<file path="src/rtl/ppc_pkg.sv">
package ppc_pkg;

  // Field and register widths fixed by the interface.
  localparam int unsigned COORD_WIDTH_DEF = 32;
  localparam int unsigned REQ_W           = 2;
  localparam int unsigned REG_W           = 31;
  localparam int unsigned CFG_IDX_W       = 2;
  localparam int unsigned FRAC_BITS       = 16;

  // Register reset values (Q16.16).
  localparam logic [REG_W-1:0] GAIN_RESET      = REG_W'(65536);
  localparam logic [REG_W-1:0] DEADBAND_RESET  = REG_W'(655);
  localparam logic [REG_W-1:0] MAX_SPEED_RESET = REG_W'(65536);

  // Serial arithmetic widths: multiplicand, radicand and root.
  localparam int unsigned MUL_AW = 32;
  localparam int unsigned SQ_W   = 64;
  localparam int unsigned ROOT_W = 32;

  typedef enum logic [REQ_W-1:0] {
    REQ_POSE   = 2'd0,
    REQ_TARGET = 2'd1,
    REQ_TICK   = 2'd2
  } req_type_e;

  typedef enum logic [CFG_IDX_W-1:0] {
    CFG_SPEED_GAIN = 2'd0,
    CFG_DEADBAND   = 2'd1,
    CFG_MAX_SPEED  = 2'd2
  } cfg_idx_e;

endpackage

</file>
<file path="src/rtl/position_p_controller.sv">
// Three-axis proportional position controller, signed Q16.16.
// Input channel (in_valid_i / in_stall_o) carries one request per transaction:
// a pose update (stores x, y, z, yaw; the first one also sets the target),
// a target update, or a tick. Pose and target updates give no result. A tick
// produces one result transaction on the output channel
// (out_valid_o / out_stall_i): vel_x, vel_y, vel_z and yaw_rate.
// A tick runs through bit-serial multipliers (one multiplier bit per cycle,
// multiplier width BW = max(COORD_WIDTH+1, 32)), an isqrt unit and, when the
// horizontal clamp engages, a scaling multiply and two restoring dividers.
// Horizontal commands above 2^31 are first shifted down with one common
// shift. One tick is in flight at a time; in_stall_o stays high until its
// result is in the output register.
// The output register holds a result while out_stall_i is high; new requests
// are taken meanwhile, and a following tick waits for the register to free.
// Reset clears pose, target and status and loads the default gain (1.0),
// deadband and speed limit. The configuration port writes a register per
// cycle with cfg_we_i; write it only while no tick is in progress.
module position_p_controller #(
  parameter int unsigned COORD_WIDTH = ppc_pkg::COORD_WIDTH_DEF
) (
  input  logic                            clk_i,
  input  logic                            rst_ni,
  input  logic                            in_valid_i,
  output logic                            in_stall_o,
  input  logic [ppc_pkg::REQ_W-1:0]       req_type_i,
  input  logic signed [COORD_WIDTH-1:0]   pos_x_i,
  input  logic signed [COORD_WIDTH-1:0]   pos_y_i,
  input  logic signed [COORD_WIDTH-1:0]   pos_z_i,
  input  logic signed [COORD_WIDTH-1:0]   yaw_in_i,
  output logic                            out_valid_o,
  input  logic                            out_stall_i,
  output logic signed [COORD_WIDTH-1:0]   vel_x_o,
  output logic signed [COORD_WIDTH-1:0]   vel_y_o,
  output logic signed [COORD_WIDTH-1:0]   vel_z_o,
  output logic signed [COORD_WIDTH-1:0]   yaw_rate_o,
  input  logic                            cfg_we_i,
  input  logic [ppc_pkg::CFG_IDX_W-1:0]   cfg_index_i,
  input  logic [ppc_pkg::REG_W-1:0]       cfg_data_i
);
  import ppc_pkg::*;

  localparam int unsigned W    = COORD_WIDTH;
  localparam int unsigned EW   = W + 1;
  localparam int unsigned BW   = (EW > MUL_AW) ? EW : MUL_AW;
  localparam int unsigned PW   = MUL_AW + BW;
  localparam int unsigned PSW  = PW - FRAC_BITS;
  localparam int unsigned SW   = (W > MUL_AW) ? W : MUL_AW;
  localparam int unsigned DCW  = (EW > REG_W) ? EW : REG_W;
  localparam int unsigned LCW  = (W > REG_W) ? W : REG_W;
  localparam int unsigned NAX  = 3;
  localparam int unsigned NHZ  = 2;

  localparam logic [PSW-1:0] NEG_LIM  = PSW'(1) << (W - 1);
  localparam logic [PSW-1:0] POS_LIM  = NEG_LIM - PSW'(1);
  localparam logic [SW-1:0]  HALF_RNG = SW'(64'h0000_0000_8000_0000);

  typedef enum logic [2:0] {
    ST_IDLE,
    ST_AXIS,
    ST_SHIFT,
    ST_SQUARE,
    ST_ROOT,
    ST_SCALE,
    ST_DIVIDE,
    ST_EMIT
  } state_e;

  state_e state_q;

  // Configuration and controller state.
  logic [REG_W-1:0]    gain_q;
  logic [REG_W-1:0]    dband_q;
  logic [REG_W-1:0]    lim_q;
  logic signed [W-1:0] cur_q [NAX];
  logic signed [W-1:0] tgt_q [NAX];
  logic signed [W-1:0] yaw_q;
  logic                seen_q;
  logic signed [W-1:0] pos_in [NAX];

  // Tick datapath.
  logic [EW-1:0]       mag_q  [NAX];
  logic [NAX-1:0]      eneg_q;
  logic signed [W-1:0] vel_q  [NAX];
  logic signed [W-1:0] yr_q;
  logic [SW-1:0]       sx_q   [NHZ];
  logic                pre_over_q;
  logic [SQ_W-1:0]     sum_q;
  logic signed [W-1:0] out_q  [NAX];
  logic signed [W-1:0] out_yr_q;
  logic                out_valid_q;

  logic                mul_start_q;
  logic                sqrt_start_q;
  logic                div_start_q;

  logic signed [EW-1:0] err      [NAX];
  logic [EW-1:0]        mag_d    [NAX];
  logic signed [W-1:0]  yaw_bias;
  logic signed [W-1:0]  yaw_div;
  logic [PSW-1:0]       ps       [NAX];
  logic [PSW-1:0]       sat_lim  [NAX];
  logic [PSW-1:0]       mag_c    [NAX];
  logic [W-1:0]         msat     [NAX];
  logic signed [W-1:0]  vel_d    [NAX];
  logic                 pre_over_d;
  logic                 need_shift;
  logic                 over;
  logic                 out_free;
  logic                 in_acc;

  logic [MUL_AW-1:0]    mul_a    [NAX];
  logic [BW-1:0]        mul_b    [NAX];
  logic [PW-1:0]        prod     [NAX];
  logic [NAX-1:0]       mul_done;
  logic                 sqrt_done;
  logic [ROOT_W-1:0]    root;
  logic                 rem_nz;
  logic [NHZ-1:0]       div_done;
  logic [SQ_W-1:0]      quot     [NHZ];

  assign pos_in[0] = pos_x_i;
  assign pos_in[1] = pos_y_i;
  assign pos_in[2] = pos_z_i;

  assign in_stall_o = (state_q != ST_IDLE);
  assign in_acc     = in_valid_i && !in_stall_o;
  assign out_free   = !out_valid_q || !out_stall_i;

  // Axis error magnitudes, yaw rate truncated toward zero.
  always_comb begin
    for (int i = 0; i < NAX; i++) begin
      err[i]   = $signed({tgt_q[i][W-1], tgt_q[i]}) - $signed({cur_q[i][W-1], cur_q[i]});
      mag_d[i] = err[i][W] ? -err[i] : err[i];
    end
    yaw_bias = yaw_q[W-1] ? (yaw_q + W'(7)) : yaw_q;
    yaw_div  = yaw_bias >>> 3;
  end

  // Axis commands from the product: drop fraction, saturate, deadband.
  always_comb begin
    for (int i = 0; i < NAX; i++) begin
      ps[i]      = prod[i][PW-1:FRAC_BITS];
      sat_lim[i] = eneg_q[i] ? NEG_LIM : POS_LIM;
      mag_c[i]   = (ps[i] > sat_lim[i]) ? sat_lim[i] : ps[i];
      if (DCW'(mag_q[i]) < DCW'(dband_q)) begin
        msat[i] = '0;
      end else begin
        msat[i] = mag_c[i][W-1:0];
      end
      vel_d[i] = eneg_q[i] ? -msat[i] : msat[i];
    end
    pre_over_d = (LCW'(msat[0]) > LCW'(lim_q)) || (LCW'(msat[1]) > LCW'(lim_q));
  end

  assign need_shift = (sx_q[0] > HALF_RNG) || (sx_q[1] > HALF_RNG);
  assign over = pre_over_q || (root > ROOT_W'(lim_q)) ||
                ((root == ROOT_W'(lim_q)) && rem_nz);

  // Operand select for the serial multipliers; the two horizontal ones are shared by the axis, square and scale passes.
  always_comb begin
    for (int i = 0; i < NHZ; i++) begin
      unique case (state_q)
        ST_SQUARE: begin
          mul_a[i] = sx_q[i][MUL_AW-1:0];
          mul_b[i] = BW'(sx_q[i][MUL_AW-1:0]);
        end
        ST_SCALE: begin
          mul_a[i] = MUL_AW'(lim_q);
          mul_b[i] = BW'(sx_q[i][MUL_AW-1:0]);
        end
        default: begin
          mul_a[i] = MUL_AW'(gain_q);
          mul_b[i] = BW'(mag_q[i]);
        end
      endcase
    end
    mul_a[2] = MUL_AW'(gain_q);
    mul_b[2] = BW'(mag_q[2]);
  end

  for (genvar g = 0; g < NAX; g++) begin : g_mul
    ppc_mul #(
      .AW (MUL_AW),
      .BW (BW)
    ) u_mul (
      .clk_i   (clk_i),
      .rst_ni  (rst_ni),
      .start_i (mul_start_q),
      .a_i     (mul_a[g]),
      .b_i     (mul_b[g]),
      .done_o  (mul_done[g]),
      .prod_o  (prod[g])
    );
  end

  ppc_isqrt u_isqrt (
    .clk_i    (clk_i),
    .rst_ni   (rst_ni),
    .start_i  (sqrt_start_q),
    .rad_i    (sum_q),
    .done_o   (sqrt_done),
    .root_o   (root),
    .rem_nz_o (rem_nz)
  );

  for (genvar g = 0; g < NHZ; g++) begin : g_div
    ppc_div u_div (
      .clk_i      (clk_i),
      .rst_ni     (rst_ni),
      .start_i    (div_start_q),
      .dividend_i (prod[g][SQ_W-1:0]),
      .divisor_i  (root),
      .done_o     (div_done[g]),
      .quot_o     (quot[g])
    );
  end

  always_ff @(posedge clk_i or negedge rst_ni) begin
    if (!rst_ni) begin
      state_q      <= ST_IDLE;
      gain_q       <= GAIN_RESET;
      dband_q      <= DEADBAND_RESET;
      lim_q        <= MAX_SPEED_RESET;
      yaw_q        <= '0;
      seen_q       <= 1'b0;
      out_valid_q  <= 1'b0;
      mul_start_q  <= 1'b0;
      sqrt_start_q <= 1'b0;
      div_start_q  <= 1'b0;
      for (int i = 0; i < NAX; i++) begin
        cur_q[i] <= '0;
        tgt_q[i] <= '0;
      end
    end else begin
      mul_start_q  <= 1'b0;
      sqrt_start_q <= 1'b0;
      div_start_q  <= 1'b0;

      if (cfg_we_i) begin
        unique case (cfg_index_i)
          CFG_SPEED_GAIN: gain_q  <= cfg_data_i;
          CFG_DEADBAND:   dband_q <= cfg_data_i;
          CFG_MAX_SPEED:  lim_q   <= cfg_data_i;
          default: ;
        endcase
      end

      if (out_valid_q && !out_stall_i) begin
        out_valid_q <= 1'b0;
      end

      unique case (state_q)
        ST_IDLE: begin
          if (in_acc) begin
            unique case (req_type_i)
              REQ_POSE: begin
                for (int i = 0; i < NAX; i++) begin
                  cur_q[i] <= pos_in[i];
                  if (!seen_q) begin
                    tgt_q[i] <= pos_in[i];
                  end
                end
                yaw_q  <= yaw_in_i;
                seen_q <= 1'b1;
              end
              REQ_TARGET: begin
                for (int i = 0; i < NAX; i++) begin
                  tgt_q[i] <= pos_in[i];
                end
              end
              REQ_TICK: begin
                state_q     <= ST_AXIS;
                mul_start_q <= 1'b1;
              end
              default: ;
            endcase
          end
        end
        ST_AXIS: begin
          if (&mul_done) begin
            state_q <= ST_SHIFT;
          end
        end
        ST_SHIFT: begin
          if (!need_shift) begin
            state_q      <= ST_SQUARE;
            mul_start_q  <= 1'b1;
          end
        end
        ST_SQUARE: begin
          if (&mul_done) begin
            state_q      <= ST_ROOT;
            sqrt_start_q <= 1'b1;
          end
        end
        ST_ROOT: begin
          if (sqrt_done) begin
            if (over && (root != '0)) begin
              state_q     <= ST_SCALE;
              mul_start_q <= 1'b1;
            end else begin
              state_q <= ST_EMIT;
            end
          end
        end
        ST_SCALE: begin
          if (&mul_done) begin
            state_q     <= ST_DIVIDE;
            div_start_q <= 1'b1;
          end
        end
        ST_DIVIDE: begin
          if (&div_done) begin
            state_q <= ST_EMIT;
          end
        end
        ST_EMIT: begin
          if (out_free) begin
            out_valid_q <= 1'b1;
            state_q     <= ST_IDLE;
          end
        end
        default: state_q <= ST_IDLE;
      endcase
    end
  end

  always_ff @(posedge clk_i) begin
    unique case (state_q)
      ST_IDLE: begin
        if (in_acc && (req_type_i == REQ_TICK)) begin
          for (int i = 0; i < NAX; i++) begin
            mag_q[i]  <= mag_d[i];
            eneg_q[i] <= err[i][W];
          end
          yr_q <= -yaw_div;
        end
      end
      ST_AXIS: begin
        if (&mul_done) begin
          for (int i = 0; i < NAX; i++) begin
            vel_q[i] <= vel_d[i];
          end
          for (int i = 0; i < NHZ; i++) begin
            sx_q[i] <= SW'(msat[i]);
          end
          pre_over_q <= pre_over_d;
        end
      end
      ST_SHIFT: begin
        // Bring both magnitudes to at most 2^31 with one common shift.
        if (need_shift) begin
          for (int i = 0; i < NHZ; i++) begin
            sx_q[i] <= sx_q[i] >> 1;
          end
        end
      end
      ST_SQUARE: begin
        if (&mul_done) begin
          sum_q <= prod[0][SQ_W-1:0] + prod[1][SQ_W-1:0];
        end
      end
      ST_ROOT: begin
        if (sqrt_done && over && (root == '0)) begin
          vel_q[0] <= '0;
          vel_q[1] <= '0;
        end
      end
      ST_DIVIDE: begin
        if (&div_done) begin
          for (int i = 0; i < NHZ; i++) begin
            vel_q[i] <= vel_q[i][W-1] ? -quot[i][W-1:0] : quot[i][W-1:0];
          end
        end
      end
      ST_EMIT: begin
        if (out_free) begin
          for (int i = 0; i < NAX; i++) begin
            out_q[i] <= vel_q[i];
          end
          out_yr_q <= yr_q;
        end
      end
      default: ;
    endcase
  end

  assign out_valid_o = out_valid_q;
  assign vel_x_o     = out_q[0];
  assign vel_y_o     = out_q[1];
  assign vel_z_o     = out_q[2];
  assign yaw_rate_o  = out_yr_q;

endmodule

</file>
<file path="src/rtl/ppc_mul.sv">
module ppc_mul #(
  parameter int unsigned AW = 32,
  parameter int unsigned BW = 33
) (
  input  logic             clk_i,
  input  logic             rst_ni,
  input  logic             start_i,
  input  logic [AW-1:0]    a_i,
  input  logic [BW-1:0]    b_i,
  output logic             done_o,
  output logic [AW+BW-1:0] prod_o
);

  localparam int unsigned PW   = AW + BW;
  localparam int unsigned CNTW = $clog2(BW + 1);

  logic            busy_q;
  logic            done_q;
  logic [CNTW-1:0] cnt_q;
  logic [PW-1:0]   acc_q;
  logic [PW-1:0]   a_q;
  logic [BW-1:0]   b_q;

  always_ff @(posedge clk_i or negedge rst_ni) begin
    if (!rst_ni) begin
      busy_q <= 1'b0;
      done_q <= 1'b0;
      cnt_q  <= '0;
    end else begin
      done_q <= 1'b0;
      if (start_i) begin
        busy_q <= 1'b1;
        cnt_q  <= CNTW'(BW);
      end else if (busy_q) begin
        cnt_q <= cnt_q - CNTW'(1);
        if (cnt_q == CNTW'(1)) begin
          busy_q <= 1'b0;
          done_q <= 1'b1;
        end
      end
    end
  end

  // One multiplier bit per cycle, LSB first.
  always_ff @(posedge clk_i) begin
    if (start_i) begin
      acc_q <= '0;
      a_q   <= PW'(a_i);
      b_q   <= b_i;
    end else if (busy_q) begin
      if (b_q[0]) begin
        acc_q <= acc_q + a_q;
      end
      a_q <= a_q << 1;
      b_q <= b_q >> 1;
    end
  end

  assign done_o = done_q;
  assign prod_o = acc_q;

endmodule

</file>
<file path="src/rtl/ppc_isqrt.sv">
module ppc_isqrt (
  input  logic                       clk_i,
  input  logic                       rst_ni,
  input  logic                       start_i,
  input  logic [ppc_pkg::SQ_W-1:0]   rad_i,
  output logic                       done_o,
  output logic [ppc_pkg::ROOT_W-1:0] root_o,
  output logic                       rem_nz_o
);
  import ppc_pkg::*;

  localparam int unsigned REMW = ROOT_W + 2;
  localparam int unsigned CNTW = $clog2(ROOT_W + 1);

  logic              busy_q;
  logic              done_q;
  logic [CNTW-1:0]   cnt_q;
  logic [SQ_W-1:0]   rad_q;
  logic [REMW-1:0]   rem_q;
  logic [ROOT_W-1:0] root_q;
  logic [REMW+1:0]   rem_sh;
  logic [REMW+1:0]   trial;
  logic              fit;

  // Bring down two radicand bits, try root*4+1.
  assign rem_sh = {rem_q, rad_q[SQ_W-1 -: 2]};
  assign trial  = {2'b00, root_q, 2'b01};
  assign fit    = rem_sh >= trial;

  always_ff @(posedge clk_i or negedge rst_ni) begin
    if (!rst_ni) begin
      busy_q <= 1'b0;
      done_q <= 1'b0;
      cnt_q  <= '0;
    end else begin
      done_q <= 1'b0;
      if (start_i) begin
        busy_q <= 1'b1;
        cnt_q  <= CNTW'(ROOT_W);
      end else if (busy_q) begin
        cnt_q <= cnt_q - CNTW'(1);
        if (cnt_q == CNTW'(1)) begin
          busy_q <= 1'b0;
          done_q <= 1'b1;
        end
      end
    end
  end

  always_ff @(posedge clk_i) begin
    if (start_i) begin
      rad_q  <= rad_i;
      rem_q  <= '0;
      root_q <= '0;
    end else if (busy_q) begin
      rad_q <= rad_q << 2;
      if (fit) begin
        rem_q  <= REMW'(rem_sh - trial);
        root_q <= {root_q[ROOT_W-2:0], 1'b1};
      end else begin
        rem_q  <= rem_sh[REMW-1:0];
        root_q <= {root_q[ROOT_W-2:0], 1'b0};
      end
    end
  end

  assign done_o   = done_q;
  assign root_o   = root_q;
  assign rem_nz_o = |rem_q;

endmodule

</file>
<file path="src/rtl/ppc_div.sv">
module ppc_div (
  input  logic                       clk_i,
  input  logic                       rst_ni,
  input  logic                       start_i,
  input  logic [ppc_pkg::SQ_W-1:0]   dividend_i,
  input  logic [ppc_pkg::ROOT_W-1:0] divisor_i,
  output logic                       done_o,
  output logic [ppc_pkg::SQ_W-1:0]   quot_o
);
  import ppc_pkg::*;

  localparam int unsigned CNTW = $clog2(SQ_W + 1);

  logic              busy_q;
  logic              done_q;
  logic [CNTW-1:0]   cnt_q;
  logic [SQ_W-1:0]   dq_q;
  logic [ROOT_W-1:0] rem_q;
  logic [ROOT_W-1:0] dvs_q;
  logic [ROOT_W:0]   rem_sh;
  logic              ge;

  // Restoring division: dividend bits shift out the top, quotient bits in the bottom.
  assign rem_sh = {rem_q, dq_q[SQ_W-1]};
  assign ge     = rem_sh >= {1'b0, dvs_q};

  always_ff @(posedge clk_i or negedge rst_ni) begin
    if (!rst_ni) begin
      busy_q <= 1'b0;
      done_q <= 1'b0;
      cnt_q  <= '0;
    end else begin
      done_q <= 1'b0;
      if (start_i) begin
        busy_q <= 1'b1;
        cnt_q  <= CNTW'(SQ_W);
      end else if (busy_q) begin
        cnt_q <= cnt_q - CNTW'(1);
        if (cnt_q == CNTW'(1)) begin
          busy_q <= 1'b0;
          done_q <= 1'b1;
        end
      end
    end
  end

  always_ff @(posedge clk_i) begin
    if (start_i) begin
      dq_q  <= dividend_i;
      rem_q <= '0;
      dvs_q <= divisor_i;
    end else if (busy_q) begin
      if (ge) begin
        rem_q <= ROOT_W'(rem_sh - {1'b0, dvs_q});
      end else begin
        rem_q <= rem_sh[ROOT_W-1:0];
      end
      dq_q <= {dq_q[SQ_W-2:0], ge};
    end
  end

  assign done_o = done_q;
  assign quot_o = dq_q;

endmodule
</file>
<file path="config.mk">
export PLATFORM = sky130hd
export DESIGN_NAME = position_p_controller
export DESIGN_NICKNAME = d
export VERILOG_FILES = /design/src/rtl/ppc_pkg.sv /design/src/rtl/position_p_controller.sv /design/src/rtl/ppc_mul.sv /design/src/rtl/ppc_isqrt.sv /design/src/rtl/ppc_div.sv
export SDC_FILE = /design/constraint.sdc
export NUM_CORES = 2
export LEC_CHECK = 0
export BUFFER_PORTS_ARGS = -buffer_cell sky130_fd_sc_hd__buf_2
export CORE_UTILIZATION = 40
export CTS_BUF_LIST = sky130_fd_sc_hd__clkbuf_4 sky130_fd_sc_hd__clkbuf_8
export CTS_CLUSTER_SIZE = 24
export DETAILED_ROUTE_END_ITERATION = 10
export SLEW_MARGIN = 20
export SYNTH_ARGS = -nofsm -noshare
export SYNTH_HDL_FRONTEND = slang
export SYNTH_SLANG_ARGS = --single-unit
</file>
<file path="constraint.sdc">
create_clock -name clk_i -period 20.7 [get_ports clk_i]
set_input_delay 1.035 -clock clk_i [delete_from_list [all_inputs] [get_ports clk_i]]
set_output_delay 1.035 -clock clk_i [all_outputs]
set_load 0.01 [all_outputs]
</file>
==> flow_summary.yaml <==
route:
  via_per_inst: 5.76
  antenna_left: 0
  wl_per_cell_um: 23.4
  drt_iter0_drc: 6892
  drtPass1Iterations: 7
  drc: 0
  num_vias: 82100
  finalWirelength_um: 334000
yosys:
  synth.cell_area_um2: 102000
  yosys.area_share.adder_pct: 9.34
  ys_seq_area_share_pct: 44.1
  synth-simple-area-share_pct: 13.2
  yosysTopAreaCellShare_pct: 26.6
  synth_area_per_cell_um2: 9.90
  yosysWarnings: 0
  syn_nets: 11300
  synth_xor_area_share_pct: 5.47
  synth_top_area_cell: "edfxtp_1"
  synth_ff_type: "edfxtp_1"
  synth_cells: 10300
  synth_top_family_by_area: "compound AO/OA/AOI/OAI gates"
  synth_compound_area_share_pct: 16.5
  synth-edff-count: 905
  async_flop_share_pct: 22.0
  ys_top_cells_by_area: "edfxtp_1 27%, ha_1 9.2%, dfrtp_1 9.0%"
  synth_cell_type_count: 83
  synth-seq-cells: 1705
  muxShareOfSynthArea_pct: 8.04
power_and_ir_drop:
  leakage_nw: 47.8
  ir_drop_v: 0.000157
  p_clk_share_pct: 15.9
  p_per_area_nw_per_um2: 191
  power.switching_mw: 10.3
  switching_share_pct: 47.3
  combPwrFrac_pct: 56.7
  seq_power_share_pct: 27.5
  p_int_mw: 11.5
clocking:
  cts_tree: "built"
  clk_path_buf_depth: 4
  cts_buffers: 322
  h-tree-depth: 5
  ctsResizeCount: 0
  clockRootBuffer: "clkbuf_8"
  clock_latency_ns: 1.08
  clkTransAtPathRegs_ns: 0.07
  cts.sinks: 1705
outcome:
  run_status: "complete, no violations"
sta:
  slew-limit-headroom_pct: 16.4
  fmaxAchievable_mhz: 126
  slew_violations: 0
  finalSetupViolations: 0
  post-route-min-period_ns: 7.92
  max_slew.worst_pin.slew_ns: 1.25
  fin_ws_ns: 12.78
  clock_skew_ns: 0.0937
  fin_crit_sh_pct: 38.2
  rsz0062_at_grt: "false"
  tns_ns: 0
  finalHoldViolCount: 0
global_route:
  grt_pass1_vias: 79000
  grt.total_usage_pct: 25.2
  grt_max_degree: 150
  grt_first_pass_wirelength_um: 497000
  antenna_found_initial: 35
  overflow: 0
cells_and_area:
  area.sequential_um2: 45100
  stdcell_count: 14300
  layout_common_cells: "905 x edfxtp_1, 892 x nand2_1, 838 x nor2_1, 838 x a21oi_1, 749 x ha_1"
  n_fill_cell: 24100
  multi_input_area_um2: 53900
  area_delta_synth_final_pct: 11.7
  nets: 11600
  drive_above_1_share_pct: 14.6
  final_common_cell: "edfxtp_1"
die:
  core_um2: 254000
  die_w_um: 508
  start_util_pct: 40.2
  fp.dieH_um: 508
  io_pins: 298
  rows: 185
  die-area_um2: 258000
worst_setup_path:
  end_kind: "flop"
  critPathLaunchType: "flop"
  path_class: "reg -> reg"
  cp.arrival_ns: 8.70
  cp_max_fo: 45
  crit_required_ns: 21.48
placed_design:
  placed_cells: 13700
  dp_slack_ns: 13.00
  gp_congestion: 0.973
  hpwlAfterDp_um: 247000
  portBuffers: 297
run:
  drv_cap: 0
worst_hold_path:
  hp-class: "in -> reg"
final timing paths:
path | slack, ns | cells past startpoint | to | from
setup / recovery | 12.78 | 27 | pre_over_q | eneg_q[0]
hold / removal | 0.16 | 3 | cur_q[47] | pos_y_i[15]
setup reg to reg | 12.78 | 27 | pre_over_q | eneg_q[0]
hold reg to reg | 0.39 | 0 | out_q[0][37] | vel_q[0][37]
max in group asynchronous | 17.85 | 4 | cur_q[69] | rst_ni
min in group asynchronous | 0.56 | 2 | yaw_q[10] | rst_ni
synth_stat cells, drive strengths merged (142+ instances only):
master,instances
nand2,896
mux2,489
a211oi,149
edfxtp,905
mux2i,271
ha,749
nor3,142
nor2,842
dfrtp,367
xor2,266
xnor2,372
nand4,153
a21o,356
nand3,151
dfxtp,425
a21oi,842
o21ai,580
clkbuf,418
inv,440
power groups by stage:
stage	clock (mW)	sequential, mW	combinational [mW]
after global placement	0	6.01	12.1
after floorplan	0	5.51	8.50
final	3.47	6.01	12.4
after global routing	3.70	6.06	13.5
after CTS	3.55	5.97	12.2
after detailed placement	0	6.03	12.1
area by class of cell:
type / instances / share of cell area, %
Clock buffer: 475 / 5.07
Inverter: 440 / 1.45
Antenna cell: 10 / 0.0219
Clock inverter: 103 / 0.752
Timing Repair Buffer: 446 / 2.36
Multi-Input combinational cell: 7710 / 47.2
Sequential cell: 1705 / 39.5
Tap cell: 3366 / 3.69
per-stage QoR:
step                hold WS [ns]  instance area, um^2  power [mW]  util (%)
finish                     0.161               114000        21.9      44.9
global route              0.0906               114000        23.2      44.9
CTS                       0.0515               114000        21.7      44.9
detailed placement         0.405               107000        18.2      42.3
global placement           0.403               107000        18.1      42.3
floorplan                  0.400               102000        14.0         -
routing by layer:
metal	GRT usage [%]	share of wire [%]	vias to the layer above
li1	-	-	38600
met1	33.6	43	39800
met2	39.5	45	2966
met3	5.06	7.5	696
met4	11.5	4.9	10
met5	0	0.020	-
flip-flops by register name (all words and copies together), names as in the netlist, 64 cells and up:
name,flops
cur_q,96
g_div.u_div.quot_o,128
g_div.u_div.rem_q,64
g_mul.u_mul.a_q,195
g_mul.u_mul.b_q,99
g_mul.u_mul.prod_o,195
mag_q,99
out_q,96
sum_q,64
sx_q,64
tgt_q,96
u_isqrt.rad_q,64
vel_q,96
timing repair:
item / CTS / global route
endpoints found under the hold margin: 97 / 0
setup buffers: 0 / 0
hold buffers: 1 / 0
logic make-up (layout without fill, tap and decap cells):
family / count (synthesis) / after routing
multiplexers: 760 / 760
AO/OA/AOI/OAI: 2684 / 2684
AND/OR/NAND/NOR: 2870 / 2870
XOR/XNOR: 638 / 638
buffers and inverters: 914 / 1464
flip-flops: 1705 / 1705
other: 0 / 10
adder cells (fa/ha/maj): 758 / 758
worst max-delay path, cell delays in order, from the launching register on:
cell and delay (ns):
edfxtp_1 0.34, buf_4 0.47, inv_1 0.50, ha_1 0.46, nand4b_1 0.12, or4_1 0.44, nor3_1 0.34, nand4_1 0.14
o21ai_0 0.18, nor2_2 0.05, buf_4 0.28, a21oi_2 0.60, buf_4 0.35, o21ai_0 0.21, inv_1 0.11, ha_1 0.24
a21o_1 0.16, a21o_1 0.17, a21o_1 0.17, a21oi_1 0.15, nor2b_1 0.08, o311ai_0 0.38, a21oi_1 0.13, a2111oi_0 0.60
o21ai_0 0.19, a2111o_1 0.44, o211ai_1 0.16, o211ai_1 0.13
Note: power is estimated with default switching activity, not from simulation.
